<file path="src/sv/apcc_pkg.sv">
// Package for the action pair conflict classifier: payload types, codes and helpers.
package apcc_pkg;

    localparam int VERTEX_ID_BITS = 16;
    localparam int VertexCmpBits  = (VERTEX_ID_BITS < 16) ? VERTEX_ID_BITS : 16;
    localparam logic [15:0] VERTEX_MASK = 16'((32'd1 << VertexCmpBits) - 32'd1);

    localparam int PADDR_W = 3;
    localparam int PDATA_W = 32;

    localparam logic             REG_IDX_SLACK = 1'b0;
    localparam logic [15:0]      SLACK_RESET   = 16'd256;

    localparam logic [2:0] CK_NONE          = 3'd0;
    localparam logic [2:0] CK_ARRIVE_TOGETHER = 3'd1;
    localparam logic [2:0] CK_MOVE_ONTO_WAIT  = 3'd2;
    localparam logic [2:0] CK_BOTH_WAIT       = 3'd3;
    localparam logic [2:0] CK_SWAP            = 3'd4;
    localparam logic [2:0] CK_FOLLOW          = 3'd5;

    typedef logic [30:0] time_t;
    typedef logic [31:0] end_time_t;
    typedef logic [32:0] window_t;
    typedef logic [15:0] vertex_t;
    typedef logic [7:0]  agent_t;

    typedef struct packed {
        agent_t  first_agent;
        time_t   first_start;
        time_t   first_duration;
        vertex_t first_from_vertex;
        vertex_t first_to_vertex;
        logic    first_is_wait;
        agent_t  second_agent;
        time_t   second_start;
        time_t   second_duration;
        vertex_t second_from_vertex;
        vertex_t second_to_vertex;
        logic    second_is_wait;
    } pair_in_t;

    typedef struct packed {
        logic [2:0] conflict_kind;
        window_t    window_start;
        window_t    window_end;
        vertex_t    place_from;
        vertex_t    place_to;
        agent_t     agent_a;
        agent_t     agent_b;
    } conflict_out_t;

    // action ends registered after the first stage
    typedef struct packed {
        agent_t    ag1;
        time_t     s1;
        end_time_t e1;
        vertex_t   f1;
        vertex_t   t1;
        logic      w1;
        agent_t    ag2;
        time_t     s2;
        end_time_t e2;
        vertex_t   f2;
        vertex_t   t2;
        logic      w2;
    } pair_calc_t;

    function automatic vertex_t vmask(input vertex_t v);
        return v & VERTEX_MASK;
    endfunction

endpackage

</file>
<file path="src/sv/action_pair_conflict_classifier.sv">
// Top level of the action pair conflict classifier: pipeline, slack register, assertions.
//
// Usage:
//   in_valid/in_ready carry one pair of timed actions per transaction (in_data).
//   out_valid/out_ready carry one classification per transaction (out_data).
//   The APB port holds vertex_dwell_slack at byte address 0; pready is always high.
// Pipeline: an accepted pair passes through the input register, the action end adders into
//   the calc register, and compare and select into the result register.
// Throughput: one pair per cycle unless stalled; each of the three stages holds one transaction.
// Stall: when out_valid is high and out_ready is low the result register holds; earlier stages keep
//   filling until all three are occupied, then in_ready falls.
// Reset: all stages empty, vertex_dwell_slack returns to 256 (1.0 in Q8.8).
// Configure only while no transaction is in flight.
module action_pair_conflict_classifier (
    input  logic                           clk,
    input  logic                           rst_n,
    input  logic                           psel,
    input  logic                           penable,
    input  logic                           pwrite,
    input  logic [apcc_pkg::PADDR_W-1:0]   paddr,
    input  logic [apcc_pkg::PDATA_W-1:0]   pwdata,
    output logic [apcc_pkg::PDATA_W-1:0]   prdata,
    output logic                           pready,
    input  logic                           in_valid,
    output logic                           in_ready,
    input  apcc_pkg::pair_in_t             in_data,
    output logic                           out_valid,
    input  logic                           out_ready,
    output apcc_pkg::conflict_out_t        out_data
);
    import apcc_pkg::*;

    logic [15:0]   slack_reg;
    pair_in_t      in_reg;
    logic          v1_reg;
    pair_calc_t    calc_reg;
    pair_calc_t    calc_next;
    logic          v2_reg;
    conflict_out_t out_reg;
    conflict_out_t out_next;
    logic          out_valid_reg;

    logic load1;
    logic load2;
    logic load3;

    // configuration port
    assign pready = 1'b1;
    assign prdata = (paddr[PADDR_W-1] == REG_IDX_SLACK) ? {16'd0, slack_reg} : '0;

    always_ff @(posedge clk or negedge rst_n)
    begin
        if (!rst_n)
        begin
            slack_reg <= SLACK_RESET;
        end
        else if (psel && penable && pwrite && pready && paddr[PADDR_W-1] == REG_IDX_SLACK)
        begin
            slack_reg <= pwdata[15:0];
        end
    end

    // pipeline flow control
    assign load3    = !out_valid_reg || out_ready;
    assign load2    = !v2_reg || load3;
    assign load1    = !v1_reg || load2;
    assign in_ready = load1;

    always_ff @(posedge clk or negedge rst_n)
    begin
        if (!rst_n)
        begin
            v1_reg        <= 1'b0;
            v2_reg        <= 1'b0;
            out_valid_reg <= 1'b0;
        end
        else
        begin
            if (load1)
            begin
                v1_reg <= in_valid;
            end
            if (load2)
            begin
                v2_reg <= v1_reg;
            end
            if (load3)
            begin
                out_valid_reg <= v2_reg;
            end
        end
    end

    always_ff @(posedge clk)
    begin
        if (load1 && in_valid)
        begin
            in_reg <= in_data;
        end
        if (load2 && v1_reg)
        begin
            calc_reg <= calc_next;
        end
        if (load3 && v2_reg)
        begin
            out_reg <= out_next;
        end
    end

    // stage 2: action end times, masked vertex ids
    always_comb
    begin
        calc_next.ag1 = in_reg.first_agent;
        calc_next.s1  = in_reg.first_start;
        calc_next.e1  = {1'b0, in_reg.first_start} + {1'b0, in_reg.first_duration};
        calc_next.f1  = vmask(in_reg.first_from_vertex);
        calc_next.t1  = vmask(in_reg.first_to_vertex);
        calc_next.w1  = in_reg.first_is_wait;
        calc_next.ag2 = in_reg.second_agent;
        calc_next.s2  = in_reg.second_start;
        calc_next.e2  = {1'b0, in_reg.second_start} + {1'b0, in_reg.second_duration};
        calc_next.f2  = vmask(in_reg.second_from_vertex);
        calc_next.t2  = vmask(in_reg.second_to_vertex);
        calc_next.w2  = in_reg.second_is_wait;
    end

    // stage 3: overlap gate and ordered classification
    window_t   sl;
    window_t   s1x;
    window_t   s2x;
    window_t   e1x;
    window_t   e2x;
    window_t   e1sl;
    window_t   e2sl;
    window_t   s2sl;
    window_t   maxs;
    window_t   mine;
    window_t   mine_sl;
    logic      gate;
    logic      same;
    logic      two_onto_one;
    logic      one_onto_two;
    logic      swap_hit;
    logic      follow_hit;

    always_comb
    begin
        sl      = {17'd0, slack_reg};
        s1x     = {2'b00, calc_reg.s1};
        s2x     = {2'b00, calc_reg.s2};
        e1x     = {1'b0, calc_reg.e1};
        e2x     = {1'b0, calc_reg.e2};
        e1sl    = e1x + sl;
        e2sl    = e2x + sl;
        s2sl    = s2x + sl;
        maxs    = (s1x > s2x) ? s1x : s2x;
        mine    = (e1x < e2x) ? e1x : e2x;
        mine_sl = (e1x < e2x) ? e1sl : e2sl;
        gate    = maxs <= mine_sl;

        same         = (calc_reg.t1 == calc_reg.t2) && (e1x <= e2sl) && (e2x <= e1sl);
        two_onto_one = (calc_reg.t2 == calc_reg.f1) && calc_reg.w1
                       && (e2sl >= s1x) && (e2x <= e1sl);
        one_onto_two = (calc_reg.t1 == calc_reg.f2) && calc_reg.w2
                       && (e1sl >= s2x) && (e1x <= e2sl);
        swap_hit     = (calc_reg.f1 == calc_reg.t2) && (calc_reg.f2 == calc_reg.t1)
                       && (calc_reg.f1 != calc_reg.f2) && (maxs <= mine);
        follow_hit   = (calc_reg.t1 == calc_reg.f2) && (e1x <= s2sl) && (s2x <= e1sl);

        out_next.conflict_kind = CK_NONE;
        out_next.window_start  = '0;
        out_next.window_end    = '0;
        out_next.place_from    = '0;
        out_next.place_to      = '0;
        out_next.agent_a       = calc_reg.ag1;
        out_next.agent_b       = calc_reg.ag2;

        if (gate)
        begin
            priority if (same || two_onto_one || one_onto_two)
            begin
                out_next.window_end = mine_sl;
                out_next.place_from = calc_reg.t1;
                out_next.place_to   = calc_reg.t1;
                priority if (same && !calc_reg.w1 && !calc_reg.w2)
                begin
                    out_next.conflict_kind = CK_ARRIVE_TOGETHER;
                    out_next.window_start  = (e1x > e2x) ? e1x : e2x;
                end
                else if (calc_reg.w1 != calc_reg.w2)
                begin
                    out_next.conflict_kind = CK_MOVE_ONTO_WAIT;
                    if (calc_reg.w1)
                    begin
                        out_next.window_start = (e2x > s1x) ? e2x : s1x;
                    end
                    else
                    begin
                        out_next.window_start = (e1x > s2x) ? e1x : s2x;
                    end
                end
                else
                begin
                    out_next.conflict_kind = CK_BOTH_WAIT;
                    out_next.window_start  = maxs;
                end
            end
            else if (swap_hit)
            begin
                out_next.conflict_kind = CK_SWAP;
                out_next.window_start  = maxs;
                out_next.window_end    = mine;
                out_next.place_from    = calc_reg.f1;
                out_next.place_to      = calc_reg.t1;
            end
            else if (follow_hit)
            begin
                out_next.conflict_kind = CK_FOLLOW;
                out_next.window_start  = maxs;
                out_next.window_end    = mine_sl;
                out_next.place_from    = calc_reg.f2;
                out_next.place_to      = calc_reg.f2;
            end
            else
            begin
                out_next.conflict_kind = CK_NONE;
            end
        end
    end

    assign out_valid = out_valid_reg;
    assign out_data  = out_reg;

`ifndef SYNTHESIS
    a_no_conflict_zero: assert property (@(posedge clk) disable iff (!rst_n)
        (out_valid && out_data.conflict_kind == CK_NONE)
        |-> (out_data.window_start == '0 && out_data.window_end == '0
             && out_data.place_from == '0 && out_data.place_to == '0))
        else $error("no-conflict result carries nonzero window or place");

    a_swap_window: assert property (@(posedge clk) disable iff (!rst_n)
        (out_valid && out_data.conflict_kind == CK_SWAP)
        |-> (out_data.window_start <= out_data.window_end))
        else $error("swap window inverted");

    a_arrive_window: assert property (@(posedge clk) disable iff (!rst_n)
        (out_valid && out_data.conflict_kind == CK_ARRIVE_TOGETHER)
        |-> (out_data.window_start <= out_data.window_end
             && out_data.place_from == out_data.place_to))
        else $error("arrive-together result malformed");

    a_accept_fills: assert property (@(posedge clk) disable iff (!rst_n)
        (in_valid && in_ready) |=> v1_reg)
        else $error("accepted transaction lost at input register");
`endif

endmodule
</file>
<file path="config.mk">
export PLATFORM = sky130hd
export DESIGN_NAME = action_pair_conflict_classifier
export DESIGN_NICKNAME = d
export VERILOG_FILES = /design/src/sv/apcc_pkg.sv /design/src/sv/action_pair_conflict_classifier.sv
export SDC_FILE = /design/constraint.sdc
export NUM_CORES = 2
export LEC_CHECK = 0
export BUFFER_PORTS_ARGS = -buffer_cell sky130_fd_sc_hd__buf_2
export CAP_MARGIN = 20
export CELL_PAD_IN_SITES_DETAIL_PLACEMENT = 0
export CELL_PAD_IN_SITES_GLOBAL_PLACEMENT = 2
export CORE_MARGIN = 4
export CORE_UTILIZATION = 43
export DETAILED_ROUTE_END_ITERATION = 10
export GPL_ROUTABILITY_DRIVEN = 0
export GPL_TIMING_DRIVEN = 0
export PLACE_DENSITY = 0.95
export SETUP_SLACK_MARGIN = 0.5
export SKIP_LAST_GASP = 1
export SYNTH_ARGS = -nofsm -noshare
export SYNTH_HDL_FRONTEND = slang
export SYNTH_SLANG_ARGS = --single-unit
</file>
<file path="constraint.sdc">
create_clock -name clk -period 18.3 [get_ports clk]
set_input_delay 1.83 -clock clk [delete_from_list [all_inputs] [get_ports clk]]
set_output_delay 1.83 -clock clk [all_outputs]
set_load 0.1 [all_outputs]
</file>
### Yosys cells after proc, flatten, opt, wreduce, memory -nomap -nowiden

Index checks and enable logic that the tools add are counted.

* logic and storage cells: 106
* register bits: 550
* output and inout bits: 152
* input port bits: 248

* bitwise logic cells: 1
* reductions and logical operators: 31
* add/sub/neg operators: 5
* eq/ne operators: 7
* $lt $le $gt $ge: 13
* muxes and demuxes: 14

Operators with widths (count)
* $mux W101: 2
* $mux W32: 5
* $mux W96: 1
* $eq A16 B16 Y1: 5
* $add A32 B16 Y33: 2
* $ge A33 B31 Y1: 2
* $le A31 B33 Y1: 2
* $le A32 B33 Y1: 2
* $add A31 B31 Y32: 2
* $gt A32 B31 Y1: 2
* $mux W35: 1
* $mux W34: 1
* $mux W33: 1
* $add A31 B16 Y32: 1
* $gt A32 B32 Y1: 1
* $le A31 B32 Y1: 1
* $le A32 B32 Y1: 1
* $lt A32 B32 Y1: 1
* $gt A31 B31 Y1: 1
* $mux W31: 1
* $logic_and A1 B1 Y1: 21
* $mux W16: 1
* $ne A16 B16 Y1: 1
* $logic_not A1 Y1: 5
* 4 further kinds: 8

### Logic depth before layout (Yosys ltp)

* word-level depth: 8
* gate-level depth with buffers: 26

### Worst setup path before layout

No wires, ideal clock.

* path type: input-to-reg
* start point: input out_ready
* end point: register in_reg, in the netlist calc_next[0] (enable)
* required time: 17.710 ns
* slack: 10.317 ns
* cell stages on the path: 3
* data arrival time: 7.393 ns
* path buffers: 0
* path through: nor2b_1 > nand3_1 > and2_1

* longest elaborated chain between the ends: 4

Ends and longest elaborated chain
* from (decl): RTL line action_pair_conflict_classifier.sv:28 `input logic out_ready,`
* $logic_or A1 B1 Y1: RTL line action_pair_conflict_classifier.sv:64 `assign load3 = !out_valid_reg || out_ready;`
* $logic_or A1 B1 Y1: RTL line action_pair_conflict_classifier.sv:65 `assign load2 = !v2_reg || load3;`
* $logic_or A1 B1 Y1: RTL line action_pair_conflict_classifier.sv:66 `assign load1 = !v1_reg || load2;`
* via in_ready: RTL line action_pair_conflict_classifier.sv:25 `output logic in_ready,`
* $logic_and A1 B1 Y1: RTL line action_pair_conflict_classifier.sv:96 `if (load1 && in_valid)`
* to (signal assigned): RTL line action_pair_conflict_classifier.sv:98 `in_reg <= in_data;`
* to (decl): RTL line action_pair_conflict_classifier.sv:34 `pair_in_t in_reg;`

The timed path passes the listed nets, and every way through them passes these cells.
A chain may end at the register's enable or synchronous reset.

### Final worst setup path

* start point: register calc_reg[138] in the netlist's numbering
* end point: register out_reg, in the netlist out_data[91] (data pin)

* longest elaborated chain between the ends: 7
* elaborated cells on any way between the ends: 33

Ends and longest elaborated chain
* from (decl): RTL line action_pair_conflict_classifier.sv:36 `pair_calc_t calc_reg;`
* from (signal assigned): RTL line action_pair_conflict_classifier.sv:102 `calc_reg <= calc_next;`
* $add A32 B16 Y33 / $le A32 B33 Y1 (equally long branches): RTL line action_pair_conflict_classifier.sv:153, action_pair_conflict_classifier.sv:161, action_pair_conflict_classifier.sv:165
* $le A32 B33 Y1 / $logic_and A1 B1 Y1 (equally long branches): RTL line action_pair_conflict_classifier.sv:161, action_pair_conflict_classifier.sv:163
* $logic_and A1 B1 Y1: RTL line action_pair_conflict_classifier.sv:161 `same = (calc_reg.t1 == calc_reg.t2) && (e1x <= e2sl) && (e2x <= e1sl);`
* $logic_and A1 B1 Y1 (2 in a row): RTL line action_pair_conflict_classifier.sv:185 `priority if (same && !calc_reg.w1 && !calc_reg.w2)`
* $mux W35: RTL line action_pair_conflict_classifier.sv:185
* $mux W101: RTL line action_pair_conflict_classifier.sv:180 `priority if (same || two_onto_one || one_onto_two)`
* to (signal assigned): RTL line action_pair_conflict_classifier.sv:106 `out_reg <= out_next;`
* to (decl): RTL line action_pair_conflict_classifier.sv:39 `conflict_out_t out_reg;`

Several ways; a longest one is shown, not always the timed one.

==> results.txt <==
total CTS buffers -> 61
Hold Crit Start -> calc_next[96]
yosys warns -> 0
adder-cell area share of the yosys netlist -> 16.1%
H-tree depth -> 2
count of cell types in the netlist -> 89
initial cell density of the core -> 43.5%
Rel. slew slack -> 13.1%
clk slew on worst S/H paths -> 0.06 ns
clock tree from TritonCTS -> built
DRT iter0 DRCs -> 2586
Mapped Area -> 35800 um^2
clock share of power -> 24.6%
root buffer cell -> clkbuf_16
DRT Wirelength -> 122 mm
RSZ-0062 raised after global routing -> no
Routed Antenna Nets -> 0
worst-margin pin slew -> 1.30 ns
Reg power frac -> 33.6%
area added between synthesis and finish -> 15.3%
Die X -> 297 um
GR Overflow Total -> 0
pin count of the biggest net entering global routing -> 71
# DRC -> 0
wire length per cell -> 25.4 um
PwrDens -> 122 nW/um^2
Setup crit start kind -> flop
crit-path max FO -> 10
Die Ht -> 297 um
Via density -> 5.86
Synth Area in Compound Gates -> 15.9%
crit path DAT -> 9.04 ns
final setup margin -> 9.58 ns
mux contribution to synthesized area -> 2.86%
main combinational cell family by area after synthesis -> adder cells
Simple-Gate Fraction of Synth Area -> 10.8%
prevailing post-synth register cell -> edfxtp_1
ys async rst share -> 3.46%
GRT Overall Usage -> 26.9%
Final Slew Violations -> 0
Mean Syn Cell Area -> 11.1 um^2
EDFF count, synth -> 530
Detailed Place HPWL -> 98.6 mm
via count -> 28200
Core Util, Final -> 50.2%
P_int -> 0.00298 W
layout cells sized above 1 -> 15.1%
Sink Count -> 549
post-synthesis cell count -> 3237
Leak -> 17.7 nW
cts hold-fix bufs -> 0
status -> finished, final reports clean
Worst Path Required -> 18.62 ns
sw frac -> 40.7%
MaxCap Viol Count -> 0
Sw Pwr -> 0.00205 W
post-cts sizing count -> 0
Critical R2R Launch -> calc_reg[138]
global-route wire length before repair -> 178 mm
CTS Buffer Depth -> 3
area of the core -> 82400 um^2
endpoint class of the critical path -> flop
later-pin clock latency in the skew report -> 0.68 ns
DP Worst Slack -> 10.0 ns
Peak VDD IR -> 0.0828 mV
nets -> 4393
area of the die -> 88000 um^2
combinational share of power -> 41.8%
PortBufs -> 363
number of global-route vias before repair -> 27700
fmax -> 115 MHz
sequential fraction of the synthesis area -> 45.7%
crit path from -> calc_reg[138]
Row Count -> 105
final number of setup-violating endpoints -> 0
max reg flops -> 208
Setup Fix Bufs, Post-CTS -> 0
initial antenna violation count -> 5
Yosys reg bits -> 549
Synth Area in XOR/XNOR -> 4.92%
CP Class -> flop to flop
Tcrit/Tclk final -> 47.7%
overall power -> 0.00503 W
skew final -> 0.0521 ns
Hold WC Path Type -> flop to flop
Final min period -> 8.72 ns
DRT Pass-1 Iters -> 9
Ports -> 400
final hold violations -> 0
total negative setup slack -> 0 ns
synthesized netlist by cell type (29+ instances only):
cell        n  area [um^2]
edfxtp_1  530        15900
ha_1      453         5670
a21oi_1   247         1240
inv_1     203          762
nor2_1    182          683
o21ai_0   139          696
xnor2_1   135         1180
nand2_1   120          450
a21o_1    113          848
mux2i_1    74          741
nand4_1    70          438
clkbuf_1   66          248
and2_1     64          400
xor2_1     64          561
nand3_1    60          300
o22ai_1    57          357
nor2b_1    47          294
o211ai_1   47          353
nor3_1     46          230
a211oi_1   44          330
o21a_1     32          240
o32ai_1    31          272
and3_1     30          188
nand2b_1   29          181
power groups by stage:
stage	clock [W]	sequential (W)	combinational, W
after detailed placement	0	0.00171	0.00204
after global placement	0	0.00174	0.00201
after floorplan	0	0.00180	0.00132
after global routing	0.00132	0.00170	0.00229
final	0.00124	0.00169	0.00210
after CTS	0.00126	0.00169	0.00205
through the flow:
step	cell area, um^2	hold WS (ns)	instances
after floorplan	35900	0.400	3253
after global placement	39100	0.401	4686
after detailed placement	39300	0.405	4694
after CTS	41300	0.370	4807
after global routing	41300	0.392	4809
final	41300	0.385	4810
cells in the final DEF (no fill, tap or decap), types with 10 or more instances in the layout:
cell and instances:
nor3b_1 18, nand4_1 70, edfxtp_1 530, nand2b_1 29, a21oi_1 247, dfrtp_1 18, inv_1 203, conb_1 18
mux2_2 24, a221oi_1 16, o21a_1 32, a211o_1 10, nor3_1 46, o211ai_1 47, nor2b_1 47, mux2i_1 74
a211oi_1 44, a22o_1 19, nand2_1 120, o22ai_1 57, a21o_1 113, and2_1 61, nand3_1 60, xnor2_1 135
clkbuf_1 74, buf_2 379, xor2_1 64, buf_4 19, and4_1 21, clkinv_1 11, o21ai_0 139, o32ai_1 31
and3_1 30, nor2_1 182, clkbuf_16 61, ha_1 453, o21bai_1 12, a31oi_1 25, nor4_1 17
path summary, 6_finish.rpt:
check	slack, ns	end	cells after the start
min	0.38	calc_reg[96]	0
max	9.58	out_data[91]	20
min in group asynchronous	1.16	slack_reg[4]	1
max in group asynchronous	16.77	slack_reg[8]	1
min reg2reg	0.38	calc_reg[96]	0
max reg2reg	9.58	out_data[91]	20
cells by family (layout without fill, tap and decap cells):
logic type / Yosys count / after routing
xor+xnor: 200 / 200
compound gates: 873 / 873
other cells: 2 / 21
mux: 99 / 99
buf+inv: 314 / 798
simple gates: 742 / 742
fa+ha+maj: 458 / 458
flops: 549 / 549
layout make-up:
type	count	area, um^2
Fill cell	7436	41000
Multi-Input combinational cell	2390	18200
Sequential cell	549	16400
Timing Repair Buffer	371	2010
Clock buffer	70	1570
Tap cell	1070	1340
Inverter	207	777
Buffer	107	507
Clock inverter	43	488
Antenna cell	3	7.51
per-layer routing:
layer	GRT usage (%)	routed length (um)	vias up
li1	-	-	13200
met1	36.8	52900	13500
met2	43.1	55000	1226
met3	4.76	9820	227
met4	9.49	4650	2
met5	0	13	-
worst max-delay path, stage by stage, from the launching register on:
cell and delay [ns]:
edfxtp_1 0.60, ha_1 0.39, a211oi_1 0.37, o21ai_0 0.25, a2111oi_0 0.90, nor2_1 0.27, a21boi_1 0.89, nand2b_1 0.22
xor2_1 0.34, ha_1 0.32, a21o_1 0.16, a21oi_1 0.20, o22ai_1 0.13, or4_1 0.47, o211ai_1 0.47, and3_1 0.26
o31a_1 0.14, clkbuf_1 0.53, clkbuf_1 0.52, a211oi_1 0.10, o32ai_1 0.83
(Power assumes the default switching activity.)
